===== config.mk =====
export PLATFORM = sky130hd
export DESIGN_NAME = periodic_timer_table_unit
export DESIGN_NICKNAME = d
export VERILOG_FILES = /design/src/design/ptt_pkg.sv /design/src/design/ptt_queue.sv /design/src/design/ptt_engine.sv /design/src/design/periodic_timer_table_unit.sv
export SDC_FILE = /design/constraint.sdc
export NUM_CORES = 2
export LEC_CHECK = 0
export BUFFER_PORTS_ARGS = -buffer_cell sky130_fd_sc_hd__buf_2
export CORE_MARGIN = 2
export CORE_UTILIZATION = 43
export CTS_BUF_LIST = sky130_fd_sc_hd__clkbuf_4 sky130_fd_sc_hd__clkbuf_8
export DETAILED_ROUTE_END_ITERATION = 8
export HOLD_SLACK_MARGIN = 0.1
export SLEW_MARGIN = 5
export SYNTH_ARGS = -nofsm -noshare
export SYNTH_HDL_FRONTEND = slang
export SYNTH_SLANG_ARGS = --single-unit
export TNS_END_PERCENT = 1

===== constraint.sdc =====
create_clock -name clk -period 10.83 [get_ports clk]
set_input_delay 2.166 -clock clk [delete_from_list [all_inputs] [get_ports clk]]
set_output_delay 2.166 -clock clk [all_outputs]
set_load 0.03 [all_outputs]

===== src/design/ptt_pkg.sv =====
package ptt_pkg;

	localparam int SLOT_COUNT = 16;
	localparam int IDX_W = (SLOT_COUNT > 1) ? $clog2(SLOT_COUNT) : 1;
	localparam int CNT_W = $clog2(SLOT_COUNT + 1);
	localparam int QUEUE_DEPTH = 2;

	typedef enum logic [1:0] {
		FN_CREATE  = 2'd0,
		FN_CANCEL  = 2'd1,
		FN_RESTART = 2'd2,
		FN_TICK    = 2'd3
	} func_t;

	typedef enum logic [2:0] {
		ST_CREATED   = 3'd0,
		ST_ZERO_PER  = 3'd1,
		ST_FULL      = 3'd2,
		ST_CANCELLED = 3'd3,
		ST_NOT_FOUND = 3'd4,
		ST_RESTARTED = 3'd5,
		ST_FIRED     = 3'd6,
		ST_TICK_DONE = 3'd7
	} status_t;

	typedef struct packed {
		func_t        func;
		logic [31:0]  interval_us;
		logic         single_fire;
		logic [15:0]  context_tag;
		logic [31:0]  timer_ref;
		logic [63:0]  now_us;
	} req_t;

	typedef struct packed {
		status_t      status;
		logic [31:0]  timer_id;
		logic [15:0]  fired_tag;
		logic [4:0]   active_count;
		logic         last;
	} rsp_t;

endpackage


===== src/design/ptt_queue.sv =====
module ptt_queue (
	input  logic          clk,
	input  logic          arst_n,
	input  logic          req_valid,
	output logic          req_ready,
	input  ptt_pkg::req_t req,
	output logic          deq_valid,
	input  logic          deq_ready,
	output ptt_pkg::req_t deq
);

	localparam int PTR_W = (ptt_pkg::QUEUE_DEPTH > 1) ? $clog2(ptt_pkg::QUEUE_DEPTH) : 1;
	localparam int FILL_W = $clog2(ptt_pkg::QUEUE_DEPTH + 1);

	ptt_pkg::req_t     mem_q [ptt_pkg::QUEUE_DEPTH];
	logic [PTR_W-1:0]  wr_q;
	logic [PTR_W-1:0]  rd_q;
	logic [FILL_W-1:0] fill_q;
	logic              push;
	logic              pop;

	assign req_ready = (fill_q != FILL_W'(ptt_pkg::QUEUE_DEPTH));
	assign deq_valid = (fill_q != '0);
	assign deq       = mem_q[rd_q];
	assign push      = req_valid && req_ready;
	assign pop       = deq_valid && deq_ready;

	// pointers and fill level
	always_ff @(posedge clk or negedge arst_n) begin
		if (!arst_n) begin
			wr_q   <= '0;
			rd_q   <= '0;
			fill_q <= '0;
		end else begin
			if (push) begin
				wr_q <= (wr_q == PTR_W'(ptt_pkg::QUEUE_DEPTH - 1)) ? '0 : wr_q + 1'b1;
			end
			if (pop) begin
				rd_q <= (rd_q == PTR_W'(ptt_pkg::QUEUE_DEPTH - 1)) ? '0 : rd_q + 1'b1;
			end
			if (push && !pop) begin
				fill_q <= fill_q + 1'b1;
			end else if (pop && !push) begin
				fill_q <= fill_q - 1'b1;
			end
		end
	end

	// storage
	always_ff @(posedge clk) begin
		if (push) begin
			mem_q[wr_q] <= req;
		end
	end

endmodule


===== src/design/ptt_engine.sv =====
module ptt_engine (
	input  logic          clk,
	input  logic          arst_n,
	input  logic          deq_valid,
	output logic          deq_ready,
	input  ptt_pkg::req_t deq,
	output logic          rsp_valid,
	input  logic          rsp_ready,
	output ptt_pkg::rsp_t rsp
);

	localparam int IW = ptt_pkg::IDX_W;
	localparam int CW = ptt_pkg::CNT_W;
	localparam int N  = ptt_pkg::SLOT_COUNT;

	typedef enum logic [1:0] {
		S_IDLE,
		S_SCAN,
		S_END
	} state_t;

	state_t          state_q;
	ptt_pkg::req_t   item_q;
	logic [IW-1:0]   idx_q;
	logic [CW-1:0]   cnt_q;
	logic [31:0]     fresh_q;
	logic [N-1:0]    active_q;
	logic [31:0]     ident_q  [N];
	logic [31:0]     period_q [N];
	logic [63:0]     due_q    [N];
	logic [N-1:0]    once_q;
	logic [15:0]     tag_q    [N];
	logic            rsp_valid_q;
	ptt_pkg::rsp_t   rsp_q;

	logic            out_free;
	logic            is_last_slot;
	logic            cur_act;
	logic [63:0]     cur_due;
	logic [63:0]     now_plus;
	logic [63:0]     due_plus;
	logic [63:0]     due_next;
	logic            hit;
	logic            fire;

	assign out_free     = !rsp_valid_q || rsp_ready;
	assign deq_ready    = (state_q == S_IDLE) && out_free;
	assign rsp_valid    = rsp_valid_q;
	assign rsp          = rsp_q;
	assign is_last_slot = (idx_q == IW'(N - 1));
	assign cur_act      = active_q[idx_q];
	assign cur_due      = due_q[idx_q];
	assign now_plus     = item_q.now_us + {32'd0, period_q[idx_q]};
	assign due_plus     = cur_due + {32'd0, period_q[idx_q]};
	assign due_next     = (due_plus < item_q.now_us) ? now_plus : due_plus;
	assign hit          = cur_act && (ident_q[idx_q] == item_q.timer_ref);
	assign fire         = cur_act && (cur_due != '0) && (item_q.now_us >= cur_due);

	// sequencer: one slot per cycle, stalls while the result register is held
	always_ff @(posedge clk or negedge arst_n) begin
		if (!arst_n) begin
			state_q     <= S_IDLE;
			idx_q       <= '0;
			cnt_q       <= '0;
			fresh_q     <= 32'd1;
			active_q    <= '0;
			rsp_valid_q <= 1'b0;
		end else begin
			if (rsp_valid_q && rsp_ready) begin
				rsp_valid_q <= 1'b0;
			end
			unique case (state_q)
				S_IDLE: begin
					if (deq_valid && out_free) begin
						idx_q <= '0;
						if (deq.func == ptt_pkg::FN_CREATE && deq.interval_us == '0) begin
							rsp_valid_q <= 1'b1;
							rsp_q <= '{ptt_pkg::ST_ZERO_PER, 32'd0, 16'd0, 5'(cnt_q), 1'b1};
						end else begin
							state_q <= S_SCAN;
						end
					end
				end
				S_SCAN: begin
					if (out_free) begin
						idx_q <= idx_q + 1'b1;
						unique case (item_q.func)
							ptt_pkg::FN_CREATE: begin
								if (!cur_act) begin
									active_q[idx_q] <= 1'b1;
									cnt_q           <= cnt_q + 1'b1;
									fresh_q         <= fresh_q + 1'b1;
									rsp_valid_q     <= 1'b1;
									rsp_q <= '{ptt_pkg::ST_CREATED, fresh_q, 16'd0,
										5'(cnt_q + 1'b1), 1'b1};
									state_q <= S_IDLE;
								end else if (is_last_slot) begin
									rsp_valid_q <= 1'b1;
									rsp_q <= '{ptt_pkg::ST_FULL, 32'd0, 16'd0, 5'(cnt_q), 1'b1};
									state_q <= S_IDLE;
								end
							end
							ptt_pkg::FN_CANCEL, ptt_pkg::FN_RESTART: begin
								if (hit) begin
									rsp_valid_q <= 1'b1;
									state_q     <= S_IDLE;
									if (item_q.func == ptt_pkg::FN_CANCEL) begin
										active_q[idx_q] <= 1'b0;
										cnt_q           <= cnt_q - 1'b1;
										rsp_q <= '{ptt_pkg::ST_CANCELLED, item_q.timer_ref, 16'd0,
											5'(cnt_q - 1'b1), 1'b1};
									end else begin
										rsp_q <= '{ptt_pkg::ST_RESTARTED, item_q.timer_ref, 16'd0,
											5'(cnt_q), 1'b1};
									end
								end else if (is_last_slot) begin
									rsp_valid_q <= 1'b1;
									rsp_q <= '{ptt_pkg::ST_NOT_FOUND, 32'd0, 16'd0, 5'(cnt_q), 1'b1};
									state_q <= S_IDLE;
								end
							end
							ptt_pkg::FN_TICK: begin
								if (fire) begin
									rsp_valid_q <= 1'b1;
									if (once_q[idx_q]) begin
										active_q[idx_q] <= 1'b0;
										cnt_q           <= cnt_q - 1'b1;
										rsp_q <= '{ptt_pkg::ST_FIRED, ident_q[idx_q], tag_q[idx_q],
											5'(cnt_q - 1'b1), 1'b0};
									end else begin
										rsp_q <= '{ptt_pkg::ST_FIRED, ident_q[idx_q], tag_q[idx_q],
											5'(cnt_q), 1'b0};
									end
									if (is_last_slot) begin
										state_q <= S_END;
									end
								end else if (is_last_slot) begin
									rsp_valid_q <= 1'b1;
									rsp_q <= '{ptt_pkg::ST_TICK_DONE, 32'd0, 16'd0, 5'(cnt_q), 1'b1};
									state_q <= S_IDLE;
								end
							end
							default: state_q <= S_IDLE;
						endcase
					end
				end
				S_END: begin
					if (out_free) begin
						rsp_valid_q <= 1'b1;
						rsp_q <= '{ptt_pkg::ST_TICK_DONE, 32'd0, 16'd0, 5'(cnt_q), 1'b1};
						state_q <= S_IDLE;
					end
				end
				default: state_q <= S_IDLE;
			endcase
		end
	end

	// item latch and slot payload (reads gated by the active bits)
	always_ff @(posedge clk) begin
		if (state_q == S_IDLE && deq_valid && out_free) begin
			item_q <= deq;
		end
		if (state_q == S_SCAN && out_free) begin
			if (item_q.func == ptt_pkg::FN_CREATE && !cur_act) begin
				ident_q[idx_q]  <= fresh_q;
				period_q[idx_q] <= item_q.interval_us;
				due_q[idx_q]    <= '0;
				once_q[idx_q]   <= item_q.single_fire;
				tag_q[idx_q]    <= item_q.context_tag;
			end else if (item_q.func == ptt_pkg::FN_RESTART && hit) begin
				due_q[idx_q] <= now_plus;
			end else if (item_q.func == ptt_pkg::FN_TICK && cur_act) begin
				if (cur_due == '0) begin
					due_q[idx_q] <= now_plus;
				end else if (fire && !once_q[idx_q]) begin
					due_q[idx_q] <= due_next;
				end
			end
		end
	end

	a_cnt_matches: assert property (@(posedge clk) disable iff (!arst_n)
		32'(cnt_q) == $countones(active_q))
		else $error("active count out of step with active bits");

	a_end_is_tick: assert property (@(posedge clk) disable iff (!arst_n)
		(state_q == S_END) |-> (item_q.func == ptt_pkg::FN_TICK))
		else $error("closing state entered outside a tick");

	a_rsp_held: assert property (@(posedge clk) disable iff (!arst_n)
		(rsp_valid_q && !rsp_ready) |=> (rsp_valid_q && $stable(rsp_q)))
		else $error("result dropped or changed while waiting");

endmodule


===== src/design/periodic_timer_table_unit.sv =====
// Timer table with 16 slots. Requests go into a two-entry queue; a sequencer
// behind it walks the slots one per cycle. Create, cancel and restart stop at
// a free or matching slot or the last one; zero period answers with no scan.
// A tick walks all slots and ends with a closing result, sent from a closing
// state if the last slot fires. Each result waits in the output register
// until taken; the walk stalls on it. New requests may be queued meanwhile.
module periodic_timer_table_unit (
	input  logic          clk,
	input  logic          arst_n,
	input  logic          req_valid,
	output logic          req_ready,
	input  ptt_pkg::req_t req,
	output logic          rsp_valid,
	input  logic          rsp_ready,
	output ptt_pkg::rsp_t rsp
);

	logic          deq_valid;
	logic          deq_ready;
	ptt_pkg::req_t deq;

	ptt_queue u_queue (
		.clk       (clk),
		.arst_n    (arst_n),
		.req_valid (req_valid),
		.req_ready (req_ready),
		.req       (req),
		.deq_valid (deq_valid),
		.deq_ready (deq_ready),
		.deq       (deq)
	);

	ptt_engine u_engine (
		.clk       (clk),
		.arst_n    (arst_n),
		.deq_valid (deq_valid),
		.deq_ready (deq_ready),
		.deq       (deq),
		.rsp_valid (rsp_valid),
		.rsp_ready (rsp_ready),
		.rsp       (rsp)
	);

endmodule

==> summary.txt <==
Run status
  • Outcome: completed

Critical path
  • R2r setup slk: 1410 ps
  • Worst setup SP type: register
  • Crit end category: register
  • Crit-path max FO: 47
  • Reg2Reg Depth: 26
  • Worst EP required: 11520 ps
  • RR Endpoint: u_engine.due_q[5][15]
  • End of the critical path: u_engine.due_q[5][15]
  • Worst R2R Start: u_engine.idx_q[0]
  • Crit path launch: u_engine.idx_q[0]
  • Critical Path AT: 10110 ps
  • Crit Path Class: register to register

Clocking
  • Clk pin slew, worst setup/hold paths: 60 ps
  • CTS Buf Count: 457
  • CTS max path bufs: 4
  • Clk sink count: 2882
  • Hold buffers post-CTS: 0
  • H-Tree Depth: 5
  • CTS tree: yes
  • Cts repair resizes: 0
  • Worst-Skew Late Latency: 1160 ps
  • Post-CTS Setup Inserts: 0
  • Clock Tree Root: clkbuf_8

Routing
  • Routed vias: 61767
  • Drt pass-1 iters: 6
  • Drt wl/cell: 29.2 um
  • Final WL: 309000 um
  • # DRC: 0
  • Remaining antenna violation count after routing: 0
  • Detailed Route Iter0 Violations: 6416
  • Vias per cell: 5.84

Placement
  • Dpl hpwl: 178000 um
  • Port bufs: 209
  • RD Place Congestion: 0.939
  • Cells after DPL: 9725

STA
  • RSZ-0062 raised after global routing: false
  • Worst Skew: 140 ps
  • Min Tclk post-route: 9420 ps
  • Fin. Hold Viols: 0
  • Setup TNS: 0 ps
  • Max-slew violations: 0
  • Fin crit share: 87.0%
  • Highest Clock Rate: 106 MHz
  • Worst-Margin Slew: 1220 ps
  • Setup-failing EPs final: 0
  • Worst slew margin: 18.8%

Die
  • Die H: 528 um
  • Row Count: 192
  • DIE AREA: 279000 um^2
  • I/O pins: 210
  • Die W: 528 um
  • Core area: 273000 um^2
  • Initial Utilization: 43.2%

Layout
  • Layout fillers: 22492
  • Commonest non-fill, non-tap cell in the layout: edfxtp_1
  • Multi-input gate area: 30200 um^2
  • Synthesis-to-finish area growth: 13.4%
  • Fin cells: 10578
  • Layout cell share with drive strength beyond 1: 28.0%
  • Commonest non-fill, non-tap cells in the layout: edfxtp_1 (2818), mux4_2 (623), clkbuf_8 (482)
  • Register Area: 86200 um^2
  • Layout Nets: 6957

Pwr
  • Power Dens Cells: 283 nW/um^2
  • Tot Pwr: 37.9 mW
  • Leakage power total: 42.1 nW
  • Peak VDD IR: 0.203 mV

Synthesis
  • Post-synthesis sequential area ratio: 73.1%
  • Primary FF master, synth: edfxtp_1
  • Async SR Flop Fraction: 2.22%
  • Yosys synthesis warning count: 0
  • Synth Instances: 6059
  • Post-synth EDFFs: 2818
  • Synth unique cells: 83
  • Synthesized flop and latch total: 2882
  • Syn Area/Cell: 19.5 um^2
  • Syn_nets: 6421
  • Syn Std Cell Area: 118000 um^2

Global route
  • GRT Total Usage: 21.9%
  • GRT overflow: 0
  • Largest net degree at the start of global routing: 124
  • First-pass GRT wire length: 443000 um
  • Initial antenna violation count: 5
  • Vias in the first global route: 62771

Worst hold path
  • Hold Path Depth: 1
  • Worst Hold Class: register to register

Job
  • Max Cap Viol: 0
[cell usage after synthesis (13+ instances only)]
library cell     n  area, um^2
edfxtp_1      2818       84600
mux4_2         623       14000
nand2_1        246         923
ha_1           209        2620
mux2_2         178        2000
inv_1          166         623
xnor2_1        160        1400
a22oi_1        136        1020
nor2_1         131         492
a21oi_1        125         626
clkbuf_1       121         454
o21ai_0        104         521
mux2i_1         87         871
o2bb2ai_1       69         604
buf_2           65         325
a21o_1          64         480
dfrtp_1         63        1580
nand4_1         61         382
nand3_1         59         295
buf_1           58         218
xor2_1          47         412
nor3_1          42         210
nor4_1          41         257
and3_1          40         250
a211oi_1        34         255
a221oi_1        30         263
nor2b_1         27         169
o31ai_1         24         180
nand2b_1        17         106
o22ai_1         16         100
buf_4           15         113
buf_6           14         158
o21a_1          13        97.6
[report_power, final]
group	internal [mW]	leakage, nW	switching [mW]	total, mW
registers	13.8	24.9	1.04	14.9
logic	5.24	12.2	8.29	13.5
clock network	5.15	4.97	4.33	9.48
total	24.2	42.1	13.7	37.9
[worst min path at each step]
stage	startpoint	to	slack [ps]
2_1_floorplan	u_queue.wr_q	u_queue.wr_q	460
3_3_place_gp	u_queue.fill_q[1]	u_queue.fill_q[1]	490
3_5_place_dp	u_queue.fill_q[1]	u_queue.fill_q[1]	490
4_1_cts	u_queue.mem_q[1][64]	u_engine.item_q[64]	490
5_1_grt	u_queue.mem_q[1][64]	u_engine.item_q[64]	510
6_report	u_queue.mem_q[1][64]	u_engine.item_q[64]	490
[worst max-delay path, stage by stage, from the launching register on]
cell       delay (ps)
dfrtp_4           810
buf_4             370
mux4_2            540
a22oi_1           190
nand2_1           260
ha_1              310
fa_1              450
a21o_1            180
a21oi_1           280
nor4b_1           100
nor3_1            450
a21oi_1           240
o21a_1            350
o211a_1           390
and2_1            290
nand2_1           120
xnor2_1           100
ha_1              320
nand4_1           110
nor3_1            290
nand3_1           310
nor4_1            550
o31a_1            360
nor3_1            170
nor2b_4           490
buf_12            390
o2bb2ai_1         530
[flip-flops by register name, indices dropped and copies added, names as in the netlist, 2 cells and up, named ones only]
| name | flops |
|---|---|
| u_engine.cnt_q | 5 |
| u_engine.due_q | 1024 |
| u_engine.fresh_q | 32 |
| u_engine.ident_q | 512 |
| u_engine.idx_q | 4 |
| u_engine.item_q | 147 |
| u_engine.once_q | 16 |
| u_engine.period_q | 512 |
| u_engine.rsp | 57 |
| u_engine.state_q | 2 |
| u_engine.tag_q | 256 |
| u_queue.fill_q | 2 |
| u_queue.mem_q | 294 |
[layer usage]
layer / share of wire [%] / vias up / track usage (%)
met5: 0.0032 / - / 0
met4: 3.2 / 2 / 7.18
met3: 6.6 / 515 / 3.31
met2: 48 / 2389 / 35.8
met1: 42 / 32751 / 30.2
li1: - / 26110 / -
[cell type report]
cell class	instances	area share, %
clock buffer	623	5.75
tap	3589	3.36
timing repair buffer	351	2.04
sequential	2882	64.5
antenna	5	0.00936
inverter	169	0.474
clock inverter	225	1.32
multi-input combinational	2734	22.6
[cells by family (layout without fill, tap and decap cells)]
kind of cell / count (synthesis) / count (layout) / synth area share, %
AOI/OAI and AO/OA: 722 / 722 / 4.30
xor gates and xnor gates: 207 / 207 / 1.54
adders and majority gates: 211 / 211 / 2.25
buffers and inverters: 443 / 1368 / 1.62
DFF: 2882 / 2882 / 73.1
muxes: 888 / 888 / 14.3
other: 0 / 5 / 0
and+or+nand+nor: 706 / 706 / 2.88
[through the flow]
step | hold slack [ps] | area (um^2) | setup slack [ps] | util [%]
final | 492 | 134000 | 1410 | 48.9
after global routing | 510 | 134000 | 806 | 48.9
after CTS | 487 | 134000 | 1230 | 48.9
after detailed placement | 487 | 124000 | 1290 | 45.5
after global placement | 490 | 124000 | 1390 | 45.5
after floorplan | 461 | 118000 | 1800 | -
Power figures use the tool's default switching activity.
